--- config.mk ---
export PLATFORM = sky130hd
export DESIGN_NAME = smix_cell
export DESIGN_NICKNAME = d
export VERILOG_FILES = /design/src/rtl/smix_pkg.sv /design/src/rtl/smix_cell.sv
export SDC_FILE = /design/constraint.sdc
export NUM_CORES = 1
export LEC_CHECK = 0
export ABC_CLOCK_PERIOD_IN_PS = 800
export BUFFER_PORTS_ARGS = -buffer_cell sky130_fd_sc_hd__buf_2
export CAP_MARGIN = 40
export CORE_MARGIN = 5
export CORE_UTILIZATION = 38
export CTS_BUF_LIST = sky130_fd_sc_hd__clkbuf_4 sky130_fd_sc_hd__clkbuf_8 sky130_fd_sc_hd__clkbuf_16
export CTS_CLUSTER_DIAMETER = 40
export DETAILED_ROUTE_END_ITERATION = 6
export PLACE_DENSITY = 0.83
export SLEW_MARGIN = 30
export SYNTH_ARGS = -nofsm -noshare
export SYNTH_HDL_FRONTEND = slang
export SYNTH_SLANG_ARGS = --single-unit
--- constraint.sdc ---
create_clock -name clk -period 0.8 [get_ports clk]
set_input_delay 0.04 -clock clk [delete_from_list [all_inputs] [get_ports clk]]
set_output_delay 0.04 -clock clk [all_outputs]
set_load 0.01 [all_outputs]
--- src/rtl/smix_pkg.sv ---
// shared types, constants and register map of the sine voice mixer
`default_nettype none
package smix_pkg;
    localparam int VOICES_DEF    = 8;
    localparam int SINE_BITS_DEF = 10;

    localparam logic [1:0] CMD_TICK   = 2'd0;
    localparam logic [1:0] CMD_ADD    = 2'd1;
    localparam logic [1:0] CMD_REMOVE = 2'd2;

    localparam logic [2:0] REG_SAMPLE_RATE   = 3'd0;
    localparam logic [2:0] REG_ATTACK_FACTOR = 3'd1;
    localparam logic [2:0] REG_DECAY_FACTOR  = 3'd2;
    localparam logic [2:0] REG_DROP_LEVEL    = 3'd3;
    localparam logic [2:0] REG_OUTPUT_GAIN   = 3'd4;

    localparam logic [17:0] SAMPLE_RATE_RST   = 18'd48000;
    localparam logic [15:0] ATTACK_FACTOR_RST = 16'd65000;
    localparam logic [15:0] DECAY_FACTOR_RST  = 16'd65530;
    localparam logic [16:0] DROP_LEVEL_RST    = 17'd66;
    localparam logic [15:0] OUTPUT_GAIN_RST   = 16'd32;

    localparam logic [16:0] LEVEL_ONE = 17'd65536;
    localparam logic [16:0] SIN_A     = 17'd102934;
    localparam logic [15:0] SIN_B     = 16'd42154;
    localparam logic [12:0] SIN_C     = 13'd4765;

    typedef struct packed {
        logic [31:0] phase;
        logic [31:0] step;
        logic [16:0] attack;
        logic [16:0] decay;
        logic        active;
    } voice_t;

    typedef struct packed {
        logic shift;
        logic load;
    } cell_ctl_t;

    typedef struct packed {
        logic clear;
        logic feed;
    } mix_ctl_t;
endpackage
`default_nettype wire

--- src/rtl/smix_cell.sv ---
// one voice cell of the rotating voice chain
`default_nettype none
module smix_cell
    import smix_pkg::*;
(
    input  wire            clk,
    input  wire            rst_n,
    input  wire cell_ctl_t ctl,
    input  wire voice_t    neighbor,
    input  wire voice_t    fresh,
    output voice_t         voice
);
    voice_t voice_reg;

    always_ff @(posedge clk or negedge rst_n)
    begin
        if (!rst_n)
        begin
            voice_reg <= '0;
        end
        else if (ctl.load)
        begin
            voice_reg <= fresh;
        end
        else if (ctl.shift)
        begin
            voice_reg <= neighbor;
        end
    end

    assign voice = voice_reg;
endmodule
`default_nettype wire

==> results.md <==
* Placed Cells at 855
* Crit. End Element: register
* LEAKAGE at 0.00442 µW
* Min Tclk post-route at 1010 ps
* Die area at 14200 µm²
* Vias in the first global route at 5614
* Grt ovf at 0
* Final setup fails at 142
* Clock latency on the worst-skew pair at 330 ps
* Max Cap Viol at 0
* WP data arrival at 1210 ps
* Drt pass-1 iters at 7
* Crit-path cells: buf_4 > mux2i_1 > o21ai_1
* RSZ-0062 raised after global routing: yes
* Slowest stage delay, CP at 410 ps
* Die H at 119 µm
* PwrDens at 1640 nW/µm²
* Starting DRT DRC Count at 480
* WL final at 19800 µm
* Starting density of the core at 0.392
* Critical path peak fanout at 2
* Most frequent cells in the layout: buf_2, dlygate4sd3_1, nand2_1, dfrtp_1, mux2i_1
* TritonCTS clock tree: done
* Peak supply drop at 0.972 mV
* Clock slew at reported path FFs at 70 ps
* Syn nets at 631
* Nets at 1100
* Tightest Hold Check Type: input port to register
* Synthesized flop and latch total at 99
* Root Driver: clkbuf_16
* Most common cell after layout, fill and taps aside: buf_2
* Layout Cell Area excl Fill at 8450 µm²
* Gr usage total at 0.258
* First-pass GRT wire length at 29300 µm
* CP Launch Type: register
* Status: finished, violations left
* HPWL Detailed at 10700 µm
* Placer Congestion at 0.805
* Layout cells sized above 1 at 0.417
* Post-Syn Instances at 429
* Failing checks: negative hold slack, negative setup slack
* Largest net degree at the start of global routing at 81
* Slowest stage cell on the critical path: dfrtp_1
* Final Non-Filler Cells at 1047
* Fmax at 986 MHz
* I/O pin count at 301
* WP buf/inv at 1
* Worst clock skew at 0 ps
* Worst-case clock buffer depth at 2
* H-tree depth at 3
* Cell area after synthesis at 4530 µm²
* Slew Viols, Final at 0
* # fillers at 696
* Util after Layout at 0.731
* Via count at 5334
* Library cells used by synthesis at 10
* Final setup margin at -214 ps
* Vias per cell at 5.09
* Drt wl/cell at 19.0 µm
* DRC Markers at 0
* Worst-Margin Slew at 330 ps
* CP Class: register to register
* Core Region at 11600 µm²
* Layout area overhead at 86.6%
* Period utilisation layout at 1.27
* Relative slew margins at 0.780
* Syn Area/Cell at 10.6 µm²
* Initial antenna violation count at 1
* Final ANT Viol Nets at 0
* Synth Warn # at 0
* Post-synthesis sequential area ratio at 0.547
* Max reg flops at 99
* Crit path max-delay family: flip-flops
* Worst endpoint required time at 1000 ps
* Horiz. Die Dim at 119 µm
* Endpoints failing hold at 3
* Placed cell areas at 6220 µm²
* # rows at 39
* Minimum hold slack at -6.76 ps
* Port buffer count at 300
* Inserted Clock Buffers at 9
* Number of clock sinks at 99
## worst reg2reg max path, cell delays in order (launching register included)
cell and delay [ps]:
dfrtp_1 410, buf_4 150, mux2i_1 220, o21ai_1 110
## what timing repair did
item	4_1_cts	5_1_grt
pin swaps	0	6
endpoints found under the hold margin	198	1
buffers inserted	27	12
gates resized for setup	37	68
cloned	0	0
endpoints found under the setup margin	99	149
hold buffers	135	1
## Yosys cell counts (all sizes together)
cell type,count,area [µm²]
mux2i,99,991
o21ai,99,495
dfrtp,99,2480
buf,21,149
clkbuf,12,45.0
nand2,99,372
## final cells by class
class	instances	area (µm²)	share of cell area
tap	143	179	0.0212
antenna	2	5.00	0.000592
multi-input combinational	297	1900	0.225
clock inverter	2	35.0	0.00415
sequential	99	2480	0.293
timing repair buffer	491	3590	0.425
clock buffer	13	268	0.0317
## where the power goes
group          internal (µW)  total, µW  switching, µW
registers               5470       5800            329
clock network           2650       4390           1750
logic                   2040       3670           1630
## per-stage QoR
stage / setup TNS (ps) / power [µW] / setup WS (ps) / hold WS, ps
2_1_floorplan: 0 / 6890 / 5.32 / -256
3_3_place_gp: -8910 / 8140 / -128 / -74.7
3_5_place_dp: -10740 / 8220 / -212 / -72.0
4_1_cts: -11010 / 13400 / -140 / 0.586
5_1_grt: -16620 / 14400 / -211 / 8.68
6_report: -12280 / 13900 / -214 / -6.76
## final timing paths
check                      cells after the start  slack [ps]          from   endpoint
max reg2reg                                    3        -210     voice[12]  voice[12]
max                                            3        -210     voice[12]  voice[12]
min                                            3          -7  neighbor[89]  voice[89]
max in group asynchronous                      3         200         rst_n  voice[96]
min reg2reg                                    2         570      voice[9]   voice[9]
min in group asynchronous                      2         110         rst_n   voice[0]
## kinds of logic after synthesis
kind of cell,synth area share
muxes,0.219
buffers and inverters,0.0428
DFF,0.547
AOI/OAI and AO/OA,0.109
and+or+nand+nor,0.0820
## layer usage
metal	routed length, µm	part of all wire	track usage
met5	0	0	0
met4	657	0.033	0.101
met3	1680	0.084	0.0597
met2	10500	0.53	0.478
met1	6980	0.35	0.285
(Power assumes the default switching activity.)
