===== src/rtl/smix_pkg.sv =====
// shared types, constants and register map of the sine voice mixer
`default_nettype none
package smix_pkg;
    localparam int VOICES_DEF    = 8;
    localparam int SINE_BITS_DEF = 10;

    localparam logic [1:0] CMD_TICK   = 2'd0;
    localparam logic [1:0] CMD_ADD    = 2'd1;
    localparam logic [1:0] CMD_REMOVE = 2'd2;

    localparam logic [2:0] REG_SAMPLE_RATE   = 3'd0;
    localparam logic [2:0] REG_ATTACK_FACTOR = 3'd1;
    localparam logic [2:0] REG_DECAY_FACTOR  = 3'd2;
    localparam logic [2:0] REG_DROP_LEVEL    = 3'd3;
    localparam logic [2:0] REG_OUTPUT_GAIN   = 3'd4;

    localparam logic [17:0] SAMPLE_RATE_RST   = 18'd48000;
    localparam logic [15:0] ATTACK_FACTOR_RST = 16'd65000;
    localparam logic [15:0] DECAY_FACTOR_RST  = 16'd65530;
    localparam logic [16:0] DROP_LEVEL_RST    = 17'd66;
    localparam logic [15:0] OUTPUT_GAIN_RST   = 16'd32;

    localparam logic [16:0] LEVEL_ONE = 17'd65536;
    localparam logic [16:0] SIN_A     = 17'd102934;
    localparam logic [15:0] SIN_B     = 16'd42154;
    localparam logic [12:0] SIN_C     = 13'd4765;

    typedef struct packed {
        logic [31:0] phase;
        logic [31:0] step;
        logic [16:0] attack;
        logic [16:0] decay;
        logic        active;
    } voice_t;

    typedef struct packed {
        logic shift;
        logic load;
    } cell_ctl_t;

    typedef struct packed {
        logic clear;
        logic feed;
    } mix_ctl_t;
endpackage
`default_nettype wire


===== src/rtl/smix_div.sv =====
// bit-serial restoring divider for the phase step
`default_nettype none
module smix_div
    import smix_pkg::*;
(
    input  wire        clk,
    input  wire        rst_n,
    input  wire        start,
    input  wire [19:0] freq,
    input  wire [17:0] divisor,
    output logic       done,
    output logic [31:0] quotient
);
    logic [47:0] num_reg;
    logic [17:0] rem_reg;
    logic [31:0] quot_reg;
    logic [5:0]  cnt_reg;
    logic        done_reg;
    logic [18:0] trial;
    logic [18:0] diff;
    logic        ge;

    assign trial = {rem_reg, num_reg[47]};
    assign diff  = trial - {1'b0, divisor};
    assign ge    = trial >= {1'b0, divisor};

    always_ff @(posedge clk or negedge rst_n)
    begin
        if (!rst_n)
        begin
            cnt_reg  <= '0;
            done_reg <= 1'b0;
        end
        else
        begin
            done_reg <= (cnt_reg == 6'd1);
            if (start)
            begin
                cnt_reg <= 6'd48;
            end
            else if (cnt_reg != 6'd0)
            begin
                cnt_reg <= cnt_reg - 6'd1;
            end
        end
    end

    always_ff @(posedge clk)
    begin
        if (start)
        begin
            num_reg  <= {freq, 28'd0};
            rem_reg  <= '0;
            quot_reg <= '0;
        end
        else if (cnt_reg != 6'd0)
        begin
            num_reg  <= {num_reg[46:0], 1'b0};
            rem_reg  <= ge ? diff[17:0] : trial[17:0];
            quot_reg <= {quot_reg[30:0], ge};
        end
    end

    assign done     = done_reg;
    assign quotient = quot_reg;
endmodule
`default_nettype wire


===== config.mk =====
export PLATFORM = sky130hd
export DESIGN_NAME = smix_div
export DESIGN_NICKNAME = d
export VERILOG_FILES = /design/src/rtl/smix_pkg.sv /design/src/rtl/smix_div.sv
export SDC_FILE = /design/constraint.sdc
export NUM_CORES = 1
export LEC_CHECK = 0
export ABC_AREA = 1
export BUFFER_PORTS_ARGS = -buffer_cell sky130_fd_sc_hd__clkbuf_2
export CAP_MARGIN = 15
export CORE_ASPECT_RATIO = 0.9
export CORE_MARGIN = 2
export CORE_UTILIZATION = 30
export DETAILED_ROUTE_END_ITERATION = 8
export PLACE_DENSITY = 0.57
export RECOVER_POWER = 50
export SLEW_MARGIN = 20
export SYNTH_ARGS = -nofsm -noshare
export SYNTH_HDL_FRONTEND = slang
export SYNTH_SLANG_ARGS = --single-unit

===== constraint.sdc =====
create_clock -name clk -period 2.7 [get_ports clk]
set_clock_uncertainty 0.2 [all_clocks]
set_input_delay 0 -clock clk [delete_from_list [all_inputs] [get_ports clk]]
set_output_delay 0 -clock clk [all_outputs]
set_load 0.05 [all_outputs]

==> reports/results.md <==
| Metric | Value | Unit |
|:---|:---|:---|
| Total GRT Usage | 0.141 | - |
| Filler cells | 1550 | - |
| Starting density of the core | 0.309 | - |
| Outcome | finished clean | - |
| Total inserted antenna cells | 0 | - |
| Buffer cell driving the clock tree root | sky130_fd_sc_hd__clkbuf_16 | - |
| Hold path depth | 7 | - |
| Clock slew at reported path FFs | 0.06 | ns |
| Worst Reg-to-Reg Cells | 14 | - |
| Die Width | 131 | um |
| Level count of the clock H-tree | 3 | - |
| Most common cell in the netlist | sky130_fd_sc_hd__nand2_1 | - |
| Height of the die | 118 | um |
| Cell count after synthesis | 586 | - |
| Startpoint Class | flip-flop | - |
| Total count of hold-check failures in the final report | 0 | - |
| Slew of the pin with the lowest slew margin | 1.07 | ns |
| Wire per inst | 11.4 | um |
| Remaining DRCs | 0 | - |
| Routed WL | 10.1 | mm |
| Syn Nets | 648 | - |
| Maximum number of pins on one net before global-route repair | 40 | - |
| Hold Path Sink | rem_reg[17] | - |
| Area fraction of the dominant cell type after synthesis | 0.231 | - |
| Core Area | 14100 | um^2 |
| Worst setup EP type | flip-flop | - |
| Clock net sink count | 77 | - |
| Critical path peak fanout | 3 | - |
| HP Class | primary input to flip-flop | - |
| GRT overflow | 0 | - |
| Row cnt | 41 | - |
| Max stage delay cell, worst path | sky130_fd_sc_hd__fa_1 | - |
| Setup-violating endpoint count in the final report | 0 | - |
| Commonest cells in the synthesized netlist | 197 x sky130_fd_sc_hd__nand2_1, 94 x sky130_fd_sc_hd__inv_1, 50 x sky130_fd_sc_hd__dfxtp_1 | - |
| Asr flop ratio synth | 0.0909 | - |
| Multi-input gate area | 2040 | um^2 |
| Flop and latch count out of synthesis | 77 | - |
| Aggregate negative setup slack | 0 | ns |
| DRC marker count from the first detailed-route iteration | 221 | - |
| Unrepaired setup endpoints after global routing | false | - |
| Overall die area | 15400 | um^2 |
| Startpoint of the worst register-to-register path | num_reg[47] | - |
| CTS tree | built | - |
| Via total after detailed routing | 3802 | - |
| Register-to-register setup slack | 0.35 | ns |
| Clock network latency to the later pin of the worst-skew pair | 0.34 | ns |
| Worst min-delay path startpoint | divisor[17] | - |
| Synth-to-layout area growth | 23.3 | % |
| Largest area contributor in the netlist | sky130_fd_sc_hd__dfxtp_1 | - |
| Maximum single-stage delay on the critical path | 0.41 | ns |
| Total number of nets in the final design | 747 | - |
| Total CTS buffers | 9 | - |
| Initial antenna violation count | 0 | - |
| Period utilisation layout | 0.869 | - |
| CTS-repair resized insts | 0 | - |
| Share of the core filled with cells in the final layout | 0.380 | - |
| Flip-flop count of the largest register after layout | 32 | - |
| Leading register cell type out of synthesis | sky130_fd_sc_hd__dfxtp_1 | - |
| Power consumption | 4.62 | mW |
| Power per Cell Area | 865 | nW/um^2 |
| Synth cell types | 33 | - |
| Top-Level Pins | 74 | - |
| Largest cells by area after synthesis | sky130_fd_sc_hd__dfxtp_1 23%, sky130_fd_sc_hd__nand2_1 17%, sky130_fd_sc_hd__edfxtp_1 14%, sky130_fd_sc_hd__inv_1 8.1%, sky130_fd_sc_hd__ha_1 5.8% | - |
| Share of post-route cells with drive strength above 1 | 0.132 | - |
| Post-detailed-route via-to-cell ratio | 4.31 | - |
| Number of post-CTS setup repair buffers | 0 | - |
| YS warnings | 0 | - |
| Most repeated library cell on the critical path | sky130_fd_sc_hd__nand2_1 | - |
| Number of optimization iterations in the first detailed-route pass | 4 | - |
| Final weighted congestion of routability-driven global placement | 0.843 | - |
| Crit Path Class | flip-flop to flip-flop | - |
| Leak | 2.57 | nW |
| Number of global-route vias before repair | 3790 | - |
| Achievable frequency | 426 | MHz |
| Post-route minimum period | 2.35 | ns |
| Worst reg2reg path endpoint | rem_reg[14] | - |
| Max_slew headroom | 0.284 | - |
| Arr. time, crit path | 2.38 | ns |
| Mean instance size in the synthesized netlist | 7.40 | um^2 |
| Register area share after synthesis | 0.410 | - |
| Worst vdd ir | 0.382 | mV |
| List of cells traversed by the critical path | inv_1, ha_1, inv_1, fa_1, nand2_1, nand3_1, nand3b_1, nand2_1, nand2_1, nand2_1, nand2_1, nand3_1, nand3_1, nand2_1 | - |
| Number of enable flip-flop cells after synthesis | 20 | - |
| Number of slew-limit violations in the final report | 0 | - |
| HPWL Detailed | 7.21 | mm |
| Sequential Area | 1780 | um^2 |
| Longest Clk Path Bufs | 2 | - |
| Port Buffers | 73 | - |
| Global-route wire length before repair | 17.5 | mm |
| Cell area after technology mapping | 4340 | um^2 |
| Residual antenna-violating net count after detailed routing | 0 | - |
| Number of violations of the max-capacitance limit | 0 | - |
| Critical path required time | 2.73 | ns |
| Hold-fix buffers at CTS | 24 | - |
[cell usage in the layout (no fill, tap or decap), drive strengths merged, types with 2 or more instances in the layout]
cell type,instances
nor3,8
nor2,25
buf,5
o21ai,5
inv,105
dfrtp,7
dlygate4sd3,24
xor2,5
o22ai,31
edfxtp,20
a21oi,12
nand3b,19
xnor2,5
nand3,39
nand2,211
dfxtp,50
ha,20
o21bai,2
nand4,2
clkinv,3
clkbuf,87
[cells by family (layout without fill, tap and decap cells)]
kind of cell | after synthesis | after routing | share of synthesized area
xor gates and xnor gates | 10 | 10 | 0.0202
adders and majority gates | 21 | 21 | 0.0623
DFF | 77 | 77 | 0.410
buffers and inverters | 121 | 225 | 0.120
AOI/OAI and AO/OA | 52 | 52 | 0.0718
and+or+nand+nor | 305 | 305 | 0.316
[cell type report]
class | instances | share of cell area
clock buffer | 11 | 0.0449
sequential | 77 | 0.332
tap | 193 | 0.0452
clock inverter | 5 | 0.00655
inverter | 104 | 0.0730
timing repair buffer | 105 | 0.117
multi-input combinational | 388 | 0.381
[per-stage QoR]
stage	area (um^2)	hold WS, ns	cells	setup slack, ns
finish	5350	0.0605	883	0.354
floorplan	4340	-0.496	586	0.678
detailed placement	4890	-0.353	843	0.364
global placement	4890	-0.350	843	0.396
CTS	5400	0.0337	883	0.344
global route	5350	0.147	883	0.139
[metal layers]
layer | track usage | vias to the layer above | share of wire
met5 | 0 | - | 0
met1 | 0.181 | 1671 | 0.48
met4 | 0.0339 | 0 | 0.0088
met2 | 0.226 | 75 | 0.45
li1 | - | 2048 | -
met3 | 0.0527 | 8 | 0.063
[worst max-delay path, delay by kind of cell (launching register included)]
| family | cells | cell delay (ns) |
|---|---|---|
| adder cells (fa/ha/maj) | 2 | 0.59 |
| buffers and inverters | 2 | 0.18 |
| flip-flops | 1 | 0.38 |
| AND/OR/NAND/NOR | 10 | 0.90 |
[report_power, final]
group | internal (mW) | switching (mW) | leakage [nW] | total [mW]
clock network | 0.645 | 0.501 | 0.137 | 1.15
logic | 0.775 | 1.22 | 1.73 | 1.99
registers | 1.37 | 0.116 | 0.712 | 1.49
[worst max path at each step]
stage,slack [ns],to,cells past startpoint,from
final,0.35,rem_reg[14],14,num_reg[47]
after global routing,0.14,cnt_reg[0],10,cnt_reg[0]
after CTS,0.34,rem_reg[14],14,num_reg[47]
after detailed placement,0.36,rem_reg[14],14,num_reg[47]
after global placement,0.40,rem_reg[14],14,num_reg[47]
after floorplan,0.68,rem_reg[10],14,num_reg[47]
Note: power is estimated with default switching activity, not from simulation.
