**config.mk**
```make
export PLATFORM = sky130hd
export DESIGN_NAME = smix_mix
export DESIGN_NICKNAME = d
export VERILOG_FILES = /design/src/rtl/smix_pkg.sv /design/src/rtl/smix_mix.sv
export SDC_FILE = /design/constraint.sdc
export NUM_CORES = 2
export LEC_CHECK = 0
export BUFFER_PORTS_ARGS = -buffer_cell sky130_fd_sc_hd__buf_2
export CAP_MARGIN = 20
export CORE_MARGIN = 3
export CORE_UTILIZATION = 45
export DETAILED_ROUTE_END_ITERATION = 10
export PLACE_DENSITY_LB_ADDON = 0.08
export SLEW_MARGIN = 20
export SYNTH_ARGS = -nofsm -noshare
export SYNTH_HDL_FRONTEND = slang
export SYNTH_SLANG_ARGS = --single-unit
```
**constraint.sdc**
```tcl
create_clock -name clk -period 12.36 [get_ports clk]
set_input_delay 0.618 -clock clk [delete_from_list [all_inputs] [get_ports clk]]
set_output_delay 0.618 -clock clk [all_outputs]
set_load 0.005 [all_outputs]
```
**src/rtl/smix_pkg.sv**
```systemverilog
// shared types, constants and register map of the sine voice mixer
`default_nettype none
package smix_pkg;
    localparam int VOICES_DEF    = 8;
    localparam int SINE_BITS_DEF = 10;

    localparam logic [1:0] CMD_TICK   = 2'd0;
    localparam logic [1:0] CMD_ADD    = 2'd1;
    localparam logic [1:0] CMD_REMOVE = 2'd2;

    localparam logic [2:0] REG_SAMPLE_RATE   = 3'd0;
    localparam logic [2:0] REG_ATTACK_FACTOR = 3'd1;
    localparam logic [2:0] REG_DECAY_FACTOR  = 3'd2;
    localparam logic [2:0] REG_DROP_LEVEL    = 3'd3;
    localparam logic [2:0] REG_OUTPUT_GAIN   = 3'd4;

    localparam logic [17:0] SAMPLE_RATE_RST   = 18'd48000;
    localparam logic [15:0] ATTACK_FACTOR_RST = 16'd65000;
    localparam logic [15:0] DECAY_FACTOR_RST  = 16'd65530;
    localparam logic [16:0] DROP_LEVEL_RST    = 17'd66;
    localparam logic [15:0] OUTPUT_GAIN_RST   = 16'd32;

    localparam logic [16:0] LEVEL_ONE = 17'd65536;
    localparam logic [16:0] SIN_A     = 17'd102934;
    localparam logic [15:0] SIN_B     = 16'd42154;
    localparam logic [12:0] SIN_C     = 13'd4765;

    typedef struct packed {
        logic [31:0] phase;
        logic [31:0] step;
        logic [16:0] attack;
        logic [16:0] decay;
        logic        active;
    } voice_t;

    typedef struct packed {
        logic shift;
        logic load;
    } cell_ctl_t;

    typedef struct packed {
        logic clear;
        logic feed;
    } mix_ctl_t;
endpackage
`default_nettype wire

```
**src/rtl/smix_mix.sv**
```systemverilog
// pipelined sine, envelope and accumulate unit fed one voice a cycle
`default_nettype none
module smix_mix
    import smix_pkg::*;
#(
    parameter int SINE_TABLE_BITS = SINE_BITS_DEF,
    parameter int ACC_W = 21
)
(
    input  wire           clk,
    input  wire           rst_n,
    input  wire mix_ctl_t ctl,
    input  wire [31:0]    phase,
    input  wire [16:0]    attack,
    input  wire [16:0]    decay,
    output logic signed [ACC_W-1:0] acc
);
    localparam int PB = SINE_TABLE_BITS - 2;

    logic [SINE_TABLE_BITS-1:0] idx;
    logic [16:0] x_raw;
    logic [16:0] x_in;

    logic [5:0]  v_reg;
    logic [16:0] x0_reg, x1_reg, x2s_reg, x3_reg;
    logic [1:0]  q0_reg, q1_reg, q2_reg, q3_reg;
    logic [16:0] att0_reg, dec0_reg;
    logic [16:0] x2_reg, x2b_reg;
    logic [17:0] amp1_reg, amp2_reg, amp3_reg, amp4_reg;
    logic [15:0] tb_reg;
    logic [16:0] ta_reg;
    logic [14:0] smag_reg;
    logic        neg4_reg, neg5_reg;
    logic [17:0] mag_reg;
    logic signed [ACC_W-1:0] acc_reg;

    logic [33:0] x_sq;
    logic [34:0] amp_prod;
    logic [29:0] c_prod;
    logic [33:0] b_prod;
    logic [33:0] a_prod;
    logic [16:0] s_half;
    logic [32:0] m_prod;

    assign idx   = phase[31 -: SINE_TABLE_BITS];
    assign x_raw = 17'(idx[PB-1:0]) << (16 - PB);
    assign x_in  = idx[SINE_TABLE_BITS-2] ? (LEVEL_ONE - x_raw) : x_raw;

    assign x_sq     = x0_reg * x0_reg;
    assign amp_prod = 35'((LEVEL_ONE - att0_reg) * dec0_reg);
    assign c_prod   = 30'(SIN_C * x2_reg);
    assign b_prod   = 34'(tb_reg * x2b_reg);
    assign a_prod   = ta_reg * x3_reg;
    assign s_half   = a_prod[33:17];
    assign m_prod   = smag_reg * amp4_reg;

    always_ff @(posedge clk or negedge rst_n)
    begin
        if (!rst_n)
        begin
            v_reg   <= '0;
            acc_reg <= '0;
        end
        else
        begin
            v_reg <= {v_reg[4:0], ctl.feed};
            if (ctl.clear)
            begin
                acc_reg <= '0;
            end
            else if (v_reg[5])
            begin
                acc_reg <= neg5_reg ? acc_reg - ACC_W'(mag_reg) : acc_reg + ACC_W'(mag_reg);
            end
        end
    end

    always_ff @(posedge clk)
    begin
        // stage 0: quarter-wave position
        x0_reg   <= x_in;
        q0_reg   <= idx[SINE_TABLE_BITS-1 -: 2];
        att0_reg <= attack;
        dec0_reg <= decay;
        // stage 1: x squared, envelope amplitude
        x2_reg   <= x_sq[32:16];
        x1_reg   <= x0_reg;
        q1_reg   <= q0_reg;
        amp1_reg <= amp_prod[33:16];
        // stage 2: inner polynomial term
        tb_reg   <= SIN_B - 16'(c_prod[29:16]);
        x2b_reg  <= x2_reg;
        x2s_reg  <= x1_reg;
        q2_reg   <= q1_reg;
        amp2_reg <= amp1_reg;
        // stage 3: middle polynomial term
        ta_reg   <= SIN_A - 17'(b_prod[33:16]);
        x3_reg   <= x2s_reg;
        q3_reg   <= q2_reg;
        amp3_reg <= amp2_reg;
        // stage 4: sine magnitude, clipped to full scale
        smag_reg <= (s_half > 17'd32767) ? 15'h7fff : s_half[14:0];
        neg4_reg <= q3_reg[1];
        amp4_reg <= amp3_reg;
        // stage 5: weighted term
        mag_reg  <= {1'b0, m_prod[32:16]};
        neg5_reg <= neg4_reg;
    end

    assign acc = acc_reg;
endmodule
`default_nettype wire

```
==> results.yml <==
status:
  status: "finished, final reports clean"
logic_synthesis:
  ys_warn_count: 0
  synth_edf_count: 0
  syn_area_per_cell_um2: 9.435
  ys_types: 93
  postSynthCellCount: 4879
  synthXorXnorAreaFrac_pct: 3.305
  yosys.area_share.simple_pct: 14.72
  ys.flop_type: "dfxtp_1"
  synth.area.mux_share_pct: 0.4131
  synth-seq-area-share_pct: 12.04
  synth_top_family_by_area: "adder cells"
  synth-seq-cells: 270
  synth_fa_ha_area_share_pct: 54.25
  synth.area.top_cells: "fa_1, ha_1, dfxtp_1, inv_1, and2_1"
  yosysTopAreaCell: "fa_1"
  synth_top_area_share_pct: 39.27
  syn_area_um2: 46030
  synth_compound_area_share_pct: 4.811
  async_flop_share_pct: 10.00
die:
  die_area_um2: 106200
  die_y_um: 325.8
  coreArea_um2: 100700
  fp.dieW_um: 325.8
  rows: 116
  start_util_pct: 45.70
  ios: 91
routing:
  viasPerCell: 4.907
  drt_iter0_drc: 1198
  met3WireLength_mm: 4.369
  dr.pass1.iters: 7
  drt_drc_violations_left: 0
  wirelength_mm: 99.34
  wl_met2_mm: 45.65
  wl_per_cell_um: 15.85
  num_vias: 30750
  top_layer_used: "met4"
  wirelength_met1_mm: 47.85
  antenna_left: 0
run:
  max_cap_violations: 0
final_layout:
  syn2layout_area_growth_pct: 6.670
  largest_reg_flops: 21
  stdcell_area_um2: 49100
  post-route-util_pct: 48.75
  final_common_cell: "inv_1"
  layout_common_cells: "inv_1, fa_1, nand2_1, ha_1, and2_1"
  drive_gt1_share_pct: 4.645
  nets: 6409
  n_antenna_cell: 0
place:
  placed_area_um2: 47950
  io_buffer_count: 68
  post-dp-hpwl_mm: 78.99
  place.gp.congestion: 0.8093
cts:
  cts_resized: 0
  path_clk_slew_ns: 0.06
  hold_buffers: 0
  numCtsBuffers: 34
  cts_sinks: 270
  cts_tree: "done"
  clock_latency_ns: 0.57
  clockBufferDepth: 3
  post_cts_buffers: 0
  htreeDepth: 2
  cts_root_buf: "clkbuf_16"
sta:
  tns_ns: 0
  finalClockSkew_ns: 0.03425
  post-route-min-period_ns: 9.155
  slew_violations: 0
  hold_viol: 0
  worstMarginPinSlew_ns: 1.005
  slew_headroom_pct: 32.94
  rsz0062_at_grt: "no"
  timing.final.crit_share_pct: 74.07
  setup_violations: 0
  fmax_ghz: 0.1092
hold_path:
  hp-class: "input pin to async pin"
global_routing:
  track_usage_pct: 19.72
  grt.overflow.total: 0
  grt_max_degree: 28
  grt_pass1_wl_mm: 169.5
  antenna_found_initial: 4
  grt_pass1_vias: 32820
setup_path:
  cp_max_fo: 17
  endpoint: "amp1_reg[17]"
  r2r-end: "amp1_reg[17]"
  end_kind: "register"
  r2r_setup_slack_ns: 3.21
  arrival_ns: 9.65
  path_class: "register to register"
  r2r_start: "att0_reg[2]"
  worstPathRequired_ns: 12.85
  reg2reg_depth: 26
  crit_start: "att0_reg[2]"
  setup.worst_path.start_class: "register"
cells in the mapped netlist (all sizes together) (13+ instances only):
cell       n
mux2i     13
nor2     106
o21bai    18
fa       903
and3      16
and2     443
xnor2    124
dfrtp     27
inv     1120
dfxtp    243
a21o      34
o21ai     37
ha       551
nand4     15
nand2    631
nand2b    23
nor3      39
nand3     19
a31oi     14
a21oi     89
o21a      22
nor2b     22
clkbuf   149
xor2      48
cells by family after synthesis:
family          Yosys count
xor+xnor                172
mux                      18
compound gates          308
fa+ha+maj              1454
buf+inv                1280
simple gates           1375
flops                   270
other cells               2
final cells by class:
cell class | instances | area, um^2
Multi-Input combinational cell | 3337 | 35770
Sequential cell | 270 | 5540
Clock buffer | 43 | 935.9
Clock inverter | 17 | 215.2
Tap cell | 1357 | 1698
Fill cell | 9825 | 51620
Inverter | 1120 | 4204
Timing Repair Buffer | 122 | 745.7
how the worst min path moves through the flow:
stage	slack, ns	end	startpoint	cells past startpoint
2_1_floorplan	0.31	amp2_reg[0]	amp1_reg[0]	0
3_3_place_gp	0.31	x3_reg[16]	x2s_reg[16]	0
3_5_place_dp	0.31	amp3_reg[0]	amp2_reg[0]	0
4_1_cts	0.04	acc[6]	rst_n	1
5_1_grt	0.09	acc[6]	rst_n	1
6_report	0.08	v_reg[0]	rst_n	1
per-stage QoR:
step	setup WS (ns)	cells	hold slack (ns)
2_1_floorplan	4.489	4887	0.3096
4_1_cts	3.128	6266	0.04321
3_3_place_gp	3.178	6206	0.3098
5_1_grt	2.712	6266	0.09384
3_5_place_dp	3.133	6206	0.3121
6_report	3.205	6266	0.07594
routing by layer:
layer	track usage (%)	vias to the layer above
met3	2.306	92
met4	3.319	0
met2	32.56	495
li1	-	14640
met5	0	-
met1	28.36	15530
worst max-delay path: stages, from the launching register on:
cell and delay (ns):
dfxtp_1 0.35, or4_1 0.57, nor2_1 0.10, nand2_1 0.10, or2_2 0.31, nor4_1 0.55, nand2_1 0.20, xor2_2 0.82
nand2_1 0.20, fa_1 0.57, inv_1 0.05, fa_1 0.52, inv_1 0.05, fa_1 0.49, inv_1 0.05, fa_1 0.57
fa_1 0.46, fa_1 0.46, ha_1 0.34, a21oi_1 0.37, a31oi_1 0.20, nor4_1 0.35, nand3b_1 0.16, a221o_1 0.38
a41o_1 0.35, o41ai_1 0.33, xnor2_1 0.16
Power is left out: the tool's default activity adds up to more than one toggle a clock period on the data nets, which glitch-free logic cannot reach.
